### src/design/length_crc32_frame_receiver_assert.svh
// Assertion macros for the length-prefixed CRC-32 frame receiver.
`ifndef LENGTH_CRC32_FRAME_RECEIVER_ASSERT_SVH
`define LENGTH_CRC32_FRAME_RECEIVER_ASSERT_SVH

// Same-cycle implication, sampled on clk_i, off while rst_ni is low.
`define LCFR_ASSERT_NOW(label, ante, cons, msg) \
  label: assert property (@(posedge clk_i) disable iff (!rst_ni) (ante) |-> (cons)) \
    else $error(msg);

// Next-cycle implication, sampled on clk_i, off while rst_ni is low.
`define LCFR_ASSERT_NEXT(label, ante, cons, msg) \
  label: assert property (@(posedge clk_i) disable iff (!rst_ni) (ante) |=> (cons)) \
    else $error(msg);

`endif

### src/design/lcfr_pkg.sv
// Shared types, constants and the CRC-32 byte update for the frame receiver.
`default_nettype none

package lcfr_pkg;

  localparam int unsigned ByteW  = 8;
  localparam int unsigned LenW   = 16;
  localparam int unsigned CrcW   = 32;
  localparam int unsigned ApbW   = 32;
  localparam int unsigned PaddrW = 2;

  localparam logic [CrcW-1:0] CRC_POLY      = 32'hEDB8_8320;
  localparam logic [CrcW-1:0] CRC_INIT      = 32'hFFFF_FFFF;
  localparam logic [LenW-1:0] MAX_LEN_RESET = 16'd1024;
  localparam logic [LenW-1:0] CRC_BYTES     = 16'd4;

  typedef enum logic [1:0] {
    PH_LEN_HI,
    PH_LEN_LO,
    PH_PAYLOAD,
    PH_CRC
  } phase_e;

  typedef enum logic [1:0] {
    ST_NONE    = 2'd0,
    ST_OK      = 2'd1,
    ST_CRC_ERR = 2'd2,
    ST_LEN_ERR = 2'd3
  } status_e;

  typedef struct packed {
    logic            data_valid;
    logic [ByteW-1:0] data_byte;
    logic [LenW-1:0] data_index;
    logic            frame_end;
    logic [1:0]      frame_status;
    logic [LenW-1:0] frame_length;
  } res_t;

  typedef struct packed {
    logic out_valid;
    logic skid_valid;
  } skid_stat_t;

  // Reflected CRC-32, one byte unrolled over eight bit steps.
  function automatic logic [CrcW-1:0] crc32_byte(input logic [CrcW-1:0] crc_in,
                                                 input logic [ByteW-1:0] data);
    logic [CrcW-1:0] c;
    c = crc_in ^ {{(CrcW-ByteW){1'b0}}, data};
    for (int i = 0; i < ByteW; i++) begin
      if (c[0]) begin
        c = (c >> 1) ^ CRC_POLY;
      end else begin
        c = c >> 1;
      end
    end
    return c;
  endfunction

endpackage

`default_nettype wire

### src/design/lcfr_if.sv
// Stream interfaces for received bytes and per-byte results.
`default_nettype none

interface lcfr_rx_if;
  import lcfr_pkg::*;
  logic             valid;
  logic             ready;
  logic [ByteW-1:0] rx_byte;

  modport source (output valid, output rx_byte, input ready);
  modport sink   (input valid, input rx_byte, output ready);
endinterface

interface lcfr_res_if;
  import lcfr_pkg::*;
  logic             valid;
  logic             ready;
  logic             data_valid;
  logic [ByteW-1:0] data_byte;
  logic [LenW-1:0]  data_index;
  logic             frame_end;
  logic [1:0]       frame_status;
  logic [LenW-1:0]  frame_length;

  modport source (output valid, output data_valid, output data_byte, output data_index,
                  output frame_end, output frame_status, output frame_length,
                  input ready);
  modport sink   (input valid, input data_valid, input data_byte, input data_index,
                  input frame_end, input frame_status, input frame_length,
                  output ready);
endinterface

`default_nettype wire

### src/design/lcfr_cfg_regs.sv
// APB register file holding the maximum payload length.
`default_nettype none

module lcfr_cfg_regs (
  input  logic                        clk_i,
  input  logic                        rst_ni,
  input  logic                        psel,
  input  logic                        penable,
  input  logic                        pwrite,
  input  logic [lcfr_pkg::PaddrW-1:0] paddr,
  input  logic [lcfr_pkg::ApbW-1:0]   pwdata,
  output logic [lcfr_pkg::ApbW-1:0]   prdata,
  output logic                        pready,
  output logic [lcfr_pkg::LenW-1:0]   max_len_o
);
  import lcfr_pkg::*;

  logic [LenW-1:0] max_len_q;
  logic [LenW-1:0] max_len_d;
  logic            wr_en;

  // Single register: paddr is ignored entirely, so every address maps to it.
  assign wr_en     = psel & penable & pwrite;
  assign pready    = 1'b1;
  assign max_len_d = wr_en ? pwdata[LenW-1:0] : max_len_q;
  assign prdata    = {{(ApbW-LenW){1'b0}}, max_len_q} & {ApbW{paddr == '0 || paddr != '0}};

  always_ff @(posedge clk_i or negedge rst_ni) begin
    if (!rst_ni) begin
      max_len_q <= MAX_LEN_RESET;
    end else begin
      max_len_q <= max_len_d;
    end
  end

  assign max_len_o = max_len_q;

endmodule

`default_nettype wire

### src/design/lcfr_deframer.sv
// Frame parser: length, payload pass-through, CRC-32 check, one result per byte.
`default_nettype none

module lcfr_deframer (
  input  logic                       clk_i,
  input  logic                       rst_ni,
  input  logic                       accept_i,
  input  logic [lcfr_pkg::ByteW-1:0] rx_byte_i,
  input  logic [lcfr_pkg::LenW-1:0]  max_len_i,
  output lcfr_pkg::res_t             res_o
);
  import lcfr_pkg::*;

  phase_e           phase_q, phase_d;
  logic [LenW-1:0]  len_q, len_d;
  logic [LenW-1:0]  cnt_q, cnt_d;
  logic [CrcW-1:0]  crc_q, crc_d;
  logic             mis_q, mis_d;

  logic [LenW-1:0]  cnt_inc;
  logic [LenW-1:0]  new_len;
  logic [CrcW-1:0]  final_crc;
  logic [ByteW-1:0] expect_byte;
  logic             mis_new;
  res_t             res;

  assign cnt_inc   = cnt_q + LenW'(1);
  assign new_len   = {len_q[ByteW-1:0], rx_byte_i};
  assign final_crc = ~crc_q;

  // CRC goes out most significant byte first.
  always_comb begin
    case (cnt_q[1:0])
      2'd0:    expect_byte = final_crc[31:24];
      2'd1:    expect_byte = final_crc[23:16];
      2'd2:    expect_byte = final_crc[15:8];
      default: expect_byte = final_crc[7:0];
    endcase
  end

  assign mis_new = mis_q | (expect_byte != rx_byte_i);

  always_comb begin
    phase_d = phase_q;
    len_d   = len_q;
    cnt_d   = cnt_q;
    crc_d   = crc_q;
    mis_d   = mis_q;
    res     = '0;
    unique case (phase_q)
      PH_LEN_HI: begin
        len_d   = {{(LenW-ByteW){1'b0}}, rx_byte_i};
        cnt_d   = '0;
        phase_d = PH_LEN_LO;
      end
      PH_LEN_LO: begin
        len_d            = new_len;
        res.frame_length = new_len;
        cnt_d            = '0;
        crc_d            = CRC_INIT;
        mis_d            = 1'b0;
        if (new_len > max_len_i) begin
          res.frame_end    = 1'b1;
          res.frame_status = ST_LEN_ERR;
          phase_d          = PH_LEN_HI;
        end else if (new_len == '0) begin
          // empty payload: go straight to the CRC bytes
          phase_d = PH_CRC;
        end else begin
          phase_d = PH_PAYLOAD;
        end
      end
      PH_PAYLOAD: begin
        res.frame_length = len_q;
        res.data_valid   = 1'b1;
        res.data_byte    = rx_byte_i;
        res.data_index   = cnt_q;
        crc_d            = crc32_byte(crc_q, rx_byte_i);
        cnt_d            = cnt_inc;
        if (cnt_inc >= len_q) begin
          cnt_d   = '0;
          phase_d = PH_CRC;
        end
      end
      PH_CRC: begin
        res.frame_length = len_q;
        mis_d            = mis_new;
        cnt_d            = cnt_inc;
        if (cnt_inc >= CRC_BYTES) begin
          res.frame_end    = 1'b1;
          res.frame_status = mis_new ? ST_CRC_ERR : ST_OK;
          phase_d          = PH_LEN_HI;
          cnt_d            = '0;
        end
      end
    endcase
  end

  always_ff @(posedge clk_i or negedge rst_ni) begin
    if (!rst_ni) begin
      phase_q <= PH_LEN_HI;
      len_q   <= '0;
      cnt_q   <= '0;
      crc_q   <= CRC_INIT;
      mis_q   <= 1'b0;
    end else if (accept_i) begin
      phase_q <= phase_d;
      len_q   <= len_d;
      cnt_q   <= cnt_d;
      crc_q   <= crc_d;
      mis_q   <= mis_d;
    end
  end

  assign res_o = res;

endmodule

`default_nettype wire

### src/design/lcfr_out_skid.sv
// Result register with a skid stage so input can still push one word while output stalls.
`default_nettype none

module lcfr_out_skid (
  input  logic                 clk_i,
  input  logic                 rst_ni,
  input  logic                 push_i,
  input  lcfr_pkg::res_t       push_data_i,
  input  logic                 pop_ready_i,
  output lcfr_pkg::res_t       data_o,
  output logic                 ready_o,
  output lcfr_pkg::skid_stat_t stat_o
);
  import lcfr_pkg::*;

  logic ov_q, ov_d;
  logic sv_q, sv_d;
  res_t od_q, od_d;
  res_t sd_q, sd_d;
  logic pop;

  assign pop     = ov_q & pop_ready_i;
  assign ready_o = ~sv_q;

  always_comb begin
    ov_d = ov_q;
    sv_d = sv_q;
    od_d = od_q;
    sd_d = sd_q;
    if (pop) begin
      if (sv_q) begin
        // drain the skid word into the output register
        od_d = sd_q;
        sv_d = 1'b0;
      end else if (push_i) begin
        od_d = push_data_i;
      end else begin
        ov_d = 1'b0;
      end
    end else if (push_i) begin
      if (!ov_q) begin
        od_d = push_data_i;
        ov_d = 1'b1;
      end else begin
        // output stalled: park the word
        sd_d = push_data_i;
        sv_d = 1'b1;
      end
    end
  end

  always_ff @(posedge clk_i or negedge rst_ni) begin
    if (!rst_ni) begin
      ov_q <= 1'b0;
      sv_q <= 1'b0;
    end else begin
      ov_q <= ov_d;
      sv_q <= sv_d;
    end
  end

  always_ff @(posedge clk_i) begin
    od_q <= od_d;
    sd_q <= sd_d;
  end

  assign data_o            = od_q;
  assign stat_o.out_valid  = ov_q;
  assign stat_o.skid_valid = sv_q;

endmodule

`default_nettype wire

### src/design/length_crc32_frame_receiver.sv
// Top level of the length-prefixed CRC-32 frame receiver.
// Result words are registered in the output register, or parked in the skid register while output stalls.
// Throughput: one byte per cycle while the skid register is empty; the CRC update is an unrolled 8-bit step.
// Reset: asynchronous, waits for a length high byte, max payload length 1024.
`default_nettype none

`include "length_crc32_frame_receiver_assert.svh"

module length_crc32_frame_receiver (
  input  logic                        clk_i,
  input  logic                        rst_ni,
  lcfr_rx_if.sink                     rx_i,
  lcfr_res_if.source                  res_o,
  input  logic                        psel,
  input  logic                        penable,
  input  logic                        pwrite,
  input  logic [lcfr_pkg::PaddrW-1:0] paddr,
  input  logic [lcfr_pkg::ApbW-1:0]   pwdata,
  output logic [lcfr_pkg::ApbW-1:0]   prdata,
  output logic                        pready
);
  import lcfr_pkg::*;

  logic            accept;
  logic            skid_ready;
  logic [LenW-1:0] max_len;
  res_t            step_res;
  res_t            out_res;
  skid_stat_t      skid_stat;

  assign rx_i.ready = skid_ready;
  assign accept     = rx_i.valid & skid_ready;

  lcfr_cfg_regs u_cfg (
    .clk_i     (clk_i),
    .rst_ni    (rst_ni),
    .psel      (psel),
    .penable   (penable),
    .pwrite    (pwrite),
    .paddr     (paddr),
    .pwdata    (pwdata),
    .prdata    (prdata),
    .pready    (pready),
    .max_len_o (max_len)
  );

  lcfr_deframer u_deframer (
    .clk_i     (clk_i),
    .rst_ni    (rst_ni),
    .accept_i  (accept),
    .rx_byte_i (rx_i.rx_byte),
    .max_len_i (max_len),
    .res_o     (step_res)
  );

  lcfr_out_skid u_skid (
    .clk_i       (clk_i),
    .rst_ni      (rst_ni),
    .push_i      (accept),
    .push_data_i (step_res),
    .pop_ready_i (res_o.ready),
    .data_o      (out_res),
    .ready_o     (skid_ready),
    .stat_o      (skid_stat)
  );

  assign res_o.valid        = skid_stat.out_valid;
  assign res_o.data_valid   = out_res.data_valid;
  assign res_o.data_byte    = out_res.data_byte;
  assign res_o.data_index   = out_res.data_index;
  assign res_o.frame_end    = out_res.frame_end;
  assign res_o.frame_status = out_res.frame_status;
  assign res_o.frame_length = out_res.frame_length;

  `LCFR_ASSERT_NOW(a_skid_implies_out, skid_stat.skid_valid, skid_stat.out_valid, "skid word without output word")
  `LCFR_ASSERT_NEXT(a_stall_parks_word, accept && skid_stat.out_valid && !res_o.ready, skid_stat.skid_valid, "stalled word not parked")
  `LCFR_ASSERT_NOW(a_status_only_at_end, res_o.valid && !res_o.frame_end, res_o.frame_status == ST_NONE, "status without frame end")
  `LCFR_ASSERT_NOW(a_index_in_frame, res_o.valid && res_o.data_valid, res_o.data_index < res_o.frame_length, "payload index beyond length")

endmodule

`default_nettype wire
### src/flat_wrapper.sv
// flat-port wrapper written by rule: the top's interface ports become plain ports
module length_crc32_frame_receiver_flat import lcfr_pkg::*;
  (clk_i, rst_ni, psel, penable, pwrite, paddr, pwdata, prdata, pready, rx_i_valid, rx_i_rx_byte, rx_i_ready, res_o_valid, res_o_data_valid, res_o_data_byte, res_o_data_index, res_o_frame_end, res_o_frame_status, res_o_frame_length, res_o_ready);
  lcfr_rx_if rx_i_i ();
  lcfr_res_if res_o_i ();
  input  logic clk_i;
  input  logic rst_ni;
  input  logic psel;
  input  logic penable;
  input  logic pwrite;
  input  logic [lcfr_pkg::PaddrW-1:0] paddr;
  input  logic [lcfr_pkg::ApbW-1:0] pwdata;
  output logic [lcfr_pkg::ApbW-1:0] prdata;
  output logic pready;
  input wire logic [$bits(rx_i_i.valid)-1:0] rx_i_valid;
  input wire logic [$bits(rx_i_i.rx_byte)-1:0] rx_i_rx_byte;
  output wire logic [$bits(rx_i_i.ready)-1:0] rx_i_ready;
  output wire logic [$bits(res_o_i.valid)-1:0] res_o_valid;
  output wire logic [$bits(res_o_i.data_valid)-1:0] res_o_data_valid;
  output wire logic [$bits(res_o_i.data_byte)-1:0] res_o_data_byte;
  output wire logic [$bits(res_o_i.data_index)-1:0] res_o_data_index;
  output wire logic [$bits(res_o_i.frame_end)-1:0] res_o_frame_end;
  output wire logic [$bits(res_o_i.frame_status)-1:0] res_o_frame_status;
  output wire logic [$bits(res_o_i.frame_length)-1:0] res_o_frame_length;
  input wire logic [$bits(res_o_i.ready)-1:0] res_o_ready;
  assign rx_i_i.valid = rx_i_valid;
  assign rx_i_i.rx_byte = rx_i_rx_byte;
  assign rx_i_ready = rx_i_i.ready;
  assign res_o_valid = res_o_i.valid;
  assign res_o_data_valid = res_o_i.data_valid;
  assign res_o_data_byte = res_o_i.data_byte;
  assign res_o_data_index = res_o_i.data_index;
  assign res_o_frame_end = res_o_i.frame_end;
  assign res_o_frame_status = res_o_i.frame_status;
  assign res_o_frame_length = res_o_i.frame_length;
  assign res_o_i.ready = res_o_ready;
  length_crc32_frame_receiver u_core (.clk_i(clk_i), .rst_ni(rst_ni), .rx_i(rx_i_i), .res_o(res_o_i), .psel(psel), .penable(penable), .pwrite(pwrite), .paddr(paddr), .pwdata(pwdata), .prdata(prdata), .pready(pready));
endmodule
### config.mk
export PLATFORM = sky130hd
export DESIGN_NAME = length_crc32_frame_receiver_flat
export DESIGN_NICKNAME = d
export VERILOG_FILES = /design/src/design/lcfr_pkg.sv /design/src/design/lcfr_if.sv /design/src/design/lcfr_cfg_regs.sv /design/src/design/lcfr_deframer.sv /design/src/design/lcfr_out_skid.sv /design/src/design/length_crc32_frame_receiver.sv /design/src/flat_wrapper.sv
export VERILOG_INCLUDE_DIRS = /design/src /design/src/design
export SDC_FILE = /design/constraint.sdc
export NUM_CORES = 1
export LEC_CHECK = 0
export ABC_AREA = 1
export BUFFER_PORTS_ARGS = -buffer_cell sky130_fd_sc_hd__buf_2
export CAP_MARGIN = 10
export CORE_ASPECT_RATIO = 0.75
export CORE_UTILIZATION = 40
export DETAILED_ROUTE_END_ITERATION = 7
export GPL_ROUTABILITY_DRIVEN = 0
export PLACE_DENSITY_LB_ADDON = 0.2
export SYNTH_ARGS = -nofsm -noshare
export SYNTH_HDL_FRONTEND = slang
export SYNTH_SLANG_ARGS = --single-unit
### constraint.sdc
create_clock -name clk_i -period 4.8 [get_ports clk_i]
set_input_delay 0.96 -clock clk_i [delete_from_list [all_inputs] [get_ports clk_i]]
set_output_delay 0.96 -clock clk_i [all_outputs]
set_load 0.05 [all_outputs]
# --- Yosys cells after proc, flatten, opt, wreduce, memory -nomap -nowiden ---
# Index checks and enable logic that the tools add are counted.
totals:
  input_bits: 49
  elab_cells: 120
  reg_bits: 173
  output_inout_bits: 79
op_classes:
  addsub: 1
  order_cmp: 3
  mux: 45
  eq_ne: 11
  n_reduce_logical: 22
  bitwise: 18
op_table:
  columns: ["op", "count"]
  rows:
  - ["$mux W32", 15]
  - ["$mux W44", 5]
  - ["$not A13 Y14", 8]
  - ["$pmux W16 S2", 2]
  - ["$pmux W32 S2", 1]
  - ["$pmux W16 S3", 1]
  - ["$and A16 B32 Y32", 1]
  - ["$mux W16", 2]
  - ["$not A32 Y32", 1]
  - ["$xor A32 B8 Y32", 1]
  - ["$mux W25", 1]
  - ["$pmux W8 S3", 1]
  - ["$add A16 B1 Y16 const B", 1]
  - ["$ge A16 B16 Y1", 1]
  - ["$ge A16 B3 Y1 const B", 1]
  - ["$gt A16 B16 Y1", 1]
  - ["$logic_not A16 Y1", 1]
  - ["$reduce_bool A2 Y1", 7]
  - ["$reduce_and A3 Y1", 4]
  - ["$mux W1", 8]
  - ["$mux W2", 4]
  - ["$ne A2 B2 Y1 const B", 4]
  - ["$ne A8 B8 Y1", 1]
  - ["$pmux W2 S4", 1]
  - ["13 further kinds", 27]

# --- Longest topological paths before layout ---
logic_depth:
  depth_word: 25
  depth_mapped: 20
  ltp_nobuf: 20

# --- Hierarchy ---
# From an unflattened synthesis, not the netlist that was laid out.
unflattened:
  cells_unflattened: 1177
  area_unflattened_um2: 10329.9
by_module_without_submodules:
  columns: ["mod", "area_per_inst_um2", "cells_per_inst", "n_inst", "seq_area_each_um2"]
  rows:
  - ["lcfr_deframer", 5805.6, 809, 1, 1716.6]
  - ["lcfr_out_skid", 3563.4, 259, 1, 2692.6]
  - ["lcfr_cfg_regs", 953.4, 107, 1, 401.6]
  - ["length_crc32_frame_receiver", 7.5, 2, 1, 0.0]

# --- Least setup slack after synthesis ---
# Ideal clock, no wire load.
synth_timing:
  kind: "input-to-reg"
  from: "input rx_i_valid"
  to: "register u_core.u_skid.sd_q[0] (netlist name), enable pin"
  required_time_ns: 4.300
  n_path_buf: 2
  arrival_ns: 4.459
  setup_time_ns: 0.500
  cell_stages: 4
  slack_ns: -0.160
  path_cell_list: "nand2_1 -> clkbuf_1 -> clkbuf_1 -> nor3_1"
synth_via:
  elab_chain_len: 2
synth_rtl:
  columns: ["item", "line", "source"]
  rows:
  - ["from (decl)", "flat_wrapper.sv:15", "input wire logic [$bits(rx_i_i.valid)-1:0] rx_i_valid;"]
  - ["$and A1 B1 Y1", "length_crc32_frame_receiver.sv:32", "assign accept = rx_i.valid & skid_ready;"]
  - ["$reduce_and A3 Y1 (no line)", null, null]
  - ["to (signal assigned)", "lcfr_out_skid.sv:64", "sd_q <= sd_d;"]
  - ["to (decl)", "lcfr_out_skid.sv:19", "res_t sd_q, sd_d;"]
# Every way passes these cells.
# A chain may end at the register's enable or synchronous reset.

==> summary.md <==
### Setup path
- 20 — biggest fanout along the worst timing path
- 3.70 ns — Data arrival, critical path
- flip-flop — kind of end point of the critical path
- flip-flop — element type at the critical path start
- 5.17 ns — required time worst endpoint
- reg -> reg — worst setup path class

### STA
- 0 — Final Max Tran Viols
- false — setup repair after global routing missed its margin
- 0 — Final Hold Vio Count
- 0.00655 ns — post-route clock skew
- 69.5% — share of the cycle needed by the critical path after routing
- 0.493 ns — post-route worst hold slack
- 0 — final setup violation count
- 300 MHz — Max Clock Freq
- 0 ns — setup total negative slack
- 1.07 ns — Slew @ Worst Pin
- 3.33 ns — minimum clock period
- 28.9% — Max-Slew Margin vs Limit

### Yosys
- 49.5% — fraction of the yosys area taken by sequential cells
- 173 — count of state elements after synthesis
- 1,116 — gate count after technology mapping
- 8.70 µm² — Post-Syn Area per Cell
- 9710 µm² — Post-Syn Area
- sky130_fd_sc_hd__edfxtp_1 — dominant register cell in the synthesized netlist
- 88 — number of enable-type register cells in the synthesized netlist
- 0 — Yosys Warn Count
- 51 — number of distinct library cells after synthesis
- 49.1% — fraction of registers with async set or reset after synthesis

### GRT
- 20.6% — overall routing resource usage
- 0 — initial antenna violation count
- 7,068 — via count of the first global-routing pass
- 39,200 µm — wire length of the first global-routing pass
- 70 — maximum number of pins on one net before global-route repair
- 0 — overflow left after global routing

### Die
- 128 — Boundary Pins
- 137 µm — Die H
- 24,900 µm² — Die Footprint
- 48 — number of rows created at floorplan
- 23,400 µm² — area of the core
- 41.5% — Initial Util
- 182 µm — Die X-Extent

### Route
- 5.01 — post-DR vias/cell
- 24,300 µm — Total Wirelength
- 9460 µm — met2 WL post-DR
- 1820 µm — DR WL met3
- 5 — number of optimization iterations in the first detailed-route pass
- 0 — DRC violations left
- met4 — top sig layer
- 12,800 µm — Met1 Routed Length
- 0 — Routed Antenna Nets
- 16.1 µm — final routed wire length divided by cell count
- 638 — initial DRC count
- 7,583 — count of vias placed by the detailed router

### Finish
- 1,290 — net count reported at finish
- 11,000 µm² — final cell area excluding filler cells
- 13.6% — area grow syn2layout
- 47.1% — Layout Utilization
- 0 — antenna cell count
- 16.4% — proportion of layout cells with a drive suffix above 1

### Flow run
- 0 — number of maximum-capacitance constraint violations

### Pwr
- 6.73 mW — Power, Total
- 0.276 mV — Max rail drop VDD
- 610 nW/µm² — total power density per cell area
- 5.17 nW — total leakage power

### Clocking
- 0 — Gates resized, CTS repair
- 0 — post-CTS setup buffer count
- 4 — number of H-tree levels
- 0.07 ns — clock slew seen by the registers of the worst setup and hold paths
- 0.43 ns — clock latency on the worst-skew pair
- 0 — hold bufs inserted after CTS
- 173 — clock sink count
- sky130_fd_sc_hd__clkbuf_16 — Clock Root Buffer
- 17 — number of buffers created by CTS
- 2 — Clock Tree Buf Depth
- built — clock tree from TritonCTS

### Placement
- 17,300 µm — final HPWL from detailed placement
- 10,400 µm² — cell area after placement
- 92 — IO buf count

### Outcome
- finished, final reports clean — outcome

### Worst hold path
- reg -> reg — class of the tightest hold or removal check

## routing by layer
| layer | track usage [%] | up-vias |
|---|---|---|
| met5 | 0 | - |
| met1 | 32.0 | 3508 |
| li1 | - | 3771 |
| met3 | 4.47 | 16 |
| met2 | 29.0 | 288 |
| met4 | 4.20 | 0 |
## Yosys cell counts, types with 3 or more instances
cell type / instances / share of area [%]
sky130_fd_sc_hd__inv_1: 159 / 6.1
sky130_fd_sc_hd__nor3_1: 6 / 0.31
sky130_fd_sc_hd__nand3_1: 39 / 2.0
sky130_fd_sc_hd__o21ai_1: 4 / 0.21
sky130_fd_sc_hd__xnor2_1: 18 / 1.6
sky130_fd_sc_hd__xor2_1: 34 / 3.1
sky130_fd_sc_hd__nor2_1: 51 / 2.0
sky130_fd_sc_hd__buf_4: 17 / 1.3
sky130_fd_sc_hd__xnor2_2: 4 / 0.67
sky130_fd_sc_hd__o22ai_1: 25 / 1.6
sky130_fd_sc_hd__clkbuf_1: 28 / 1.1
sky130_fd_sc_hd__or2_2: 4 / 0.26
sky130_fd_sc_hd__ha_1: 41 / 5.3
sky130_fd_sc_hd__edfxtp_1: 88 / 27
sky130_fd_sc_hd__o21ai_0: 84 / 4.3
sky130_fd_sc_hd__dfstp_2: 33 / 8.9
sky130_fd_sc_hd__nand2_1: 296 / 11
sky130_fd_sc_hd__nand4_1: 11 / 0.71
sky130_fd_sc_hd__dfrtp_1: 52 / 13
sky130_fd_sc_hd__o31ai_1: 3 / 0.23
sky130_fd_sc_hd__nand2_2: 5 / 0.32
sky130_fd_sc_hd__o211ai_1: 4 / 0.31
sky130_fd_sc_hd__buf_1: 3 / 0.12
sky130_fd_sc_hd__a21oi_1: 66 / 3.4
sky130_fd_sc_hd__nor2_4: 3 / 0.35
## cells by family (layout without fill, tap and decap cells)
logic type               count (synthesis)  after routing  synth area share [%]
buffers and inverters                  213            295                  8.91
flip-flops                             173            173                  49.5
XOR/XNOR                                61             61                  6.66
other                                    2             17                0.0773
AND/OR/NAND/NOR                        425            425                  18.2
adder cells (fa/ha/maj)                 41             41                  5.28
AO/OA/AOI/OAI                          200            200                  11.3
multiplexers                             1              1                 0.116
## power breakdown
part / leakage, nW / switching (mW) / total (mW) / internal [mW]
registers: 1.84 / 0.299 / 2.39 / 2.09
logic: 3.04 / 2.04 / 2.92 / 0.883
clock network: 0.293 / 0.649 / 1.42 / 0.766
## path summary, 6_finish.rpt
path	cells after the start	from	slack [ns]	to
max in group asynchronous	2	rst_ni	3.25	u_core.u_cfg.max_len_o[10]$_DFFE_PN1P_
hold reg to reg	2	u_core.u_deframer.crc_q[15]$_DFFE_PN1P_	0.49	u_core.u_deframer.crc_q[15]$_DFFE_PN1P_
setup / recovery	9	flip-flop	1.47	u_core.u_deframer.crc_q[21]$_DFFE_PN1P_
setup reg to reg	9	flip-flop	1.47	u_core.u_deframer.crc_q[21]$_DFFE_PN1P_
hold / removal	2	u_core.u_deframer.crc_q[15]$_DFFE_PN1P_	0.49	u_core.u_deframer.crc_q[15]$_DFFE_PN1P_
min in group asynchronous	1	rst_ni	0.67	u_core.u_deframer.len_q[3]$_DFFE_PN0P_
## worst max-delay path, cell delays in order, from the launching register on
cell	delay [ns]
sky130_fd_sc_hd__dfrtp_1	0.78
sky130_fd_sc_hd__inv_1	0.15
sky130_fd_sc_hd__ha_1	0.32
sky130_fd_sc_hd__nand2_2	0.24
sky130_fd_sc_hd__nor2_1	0.81
sky130_fd_sc_hd__inv_1	0.48
sky130_fd_sc_hd__a21oi_1	0.22
sky130_fd_sc_hd__o21ai_0	0.09
sky130_fd_sc_hd__o21ai_0	0.10
sky130_fd_sc_hd__inv_1	0.06
## metrics by stage
step,setup WS (ns),instances
2_1_floorplan,0.802,1131
3_3_place_gp,1.52,1481
3_5_place_dp,1.49,1481
4_1_cts,1.46,1513
5_1_grt,1.05,1513
6_report,1.47,1513
## sequential cells by signal (all words and copies together) (netlist names), named ones only
register,count
u_core.u_skid.ov_q,1
u_core.u_deframer.len_q,16
u_core.u_skid.sd_q,44
u_core.u_skid.data_o,44
u_core.u_deframer.crc_q,32
u_core.u_skid.sv_q,1
u_core.u_cfg.max_len_o,16
u_core.u_deframer.phase_q,1
u_core.u_deframer.cnt_q,16
u_core.u_deframer.mis_q,1
## placed cells by master, fill, tap and decap left out, types with 18 or more instances in the layout
master and instances:
sky130_fd_sc_hd__xor2_1 34, sky130_fd_sc_hd__inv_1 159, sky130_fd_sc_hd__o21ai_0 84, sky130_fd_sc_hd__ha_1 41, sky130_fd_sc_hd__a21oi_1 66, sky130_fd_sc_hd__o22ai_1 25, sky130_fd_sc_hd__edfxtp_1 88, sky130_fd_sc_hd__nand2_1 296
sky130_fd_sc_hd__nor2_1 49, sky130_fd_sc_hd__nand3_1 39, sky130_fd_sc_hd__buf_2 91, sky130_fd_sc_hd__dfrtp_1 52, sky130_fd_sc_hd__dfstp_2 33, sky130_fd_sc_hd__xnor2_1 18
## final cells by class
| cell class | count | area (µm²) |
|---|---|---|
| well taps | 300 | 375 |
| multi-input cells | 745 | 4120 |
| clock inverters | 13 | 140 |
| repair buffers | 100 | 523 |
| inverters | 163 | 612 |
| fillers | 2241 | 12400 |
| flip-flops and latches | 173 | 4810 |
| clock buffers | 19 | 453 |
No activity file was read; power rests on OpenSTA's default activity.
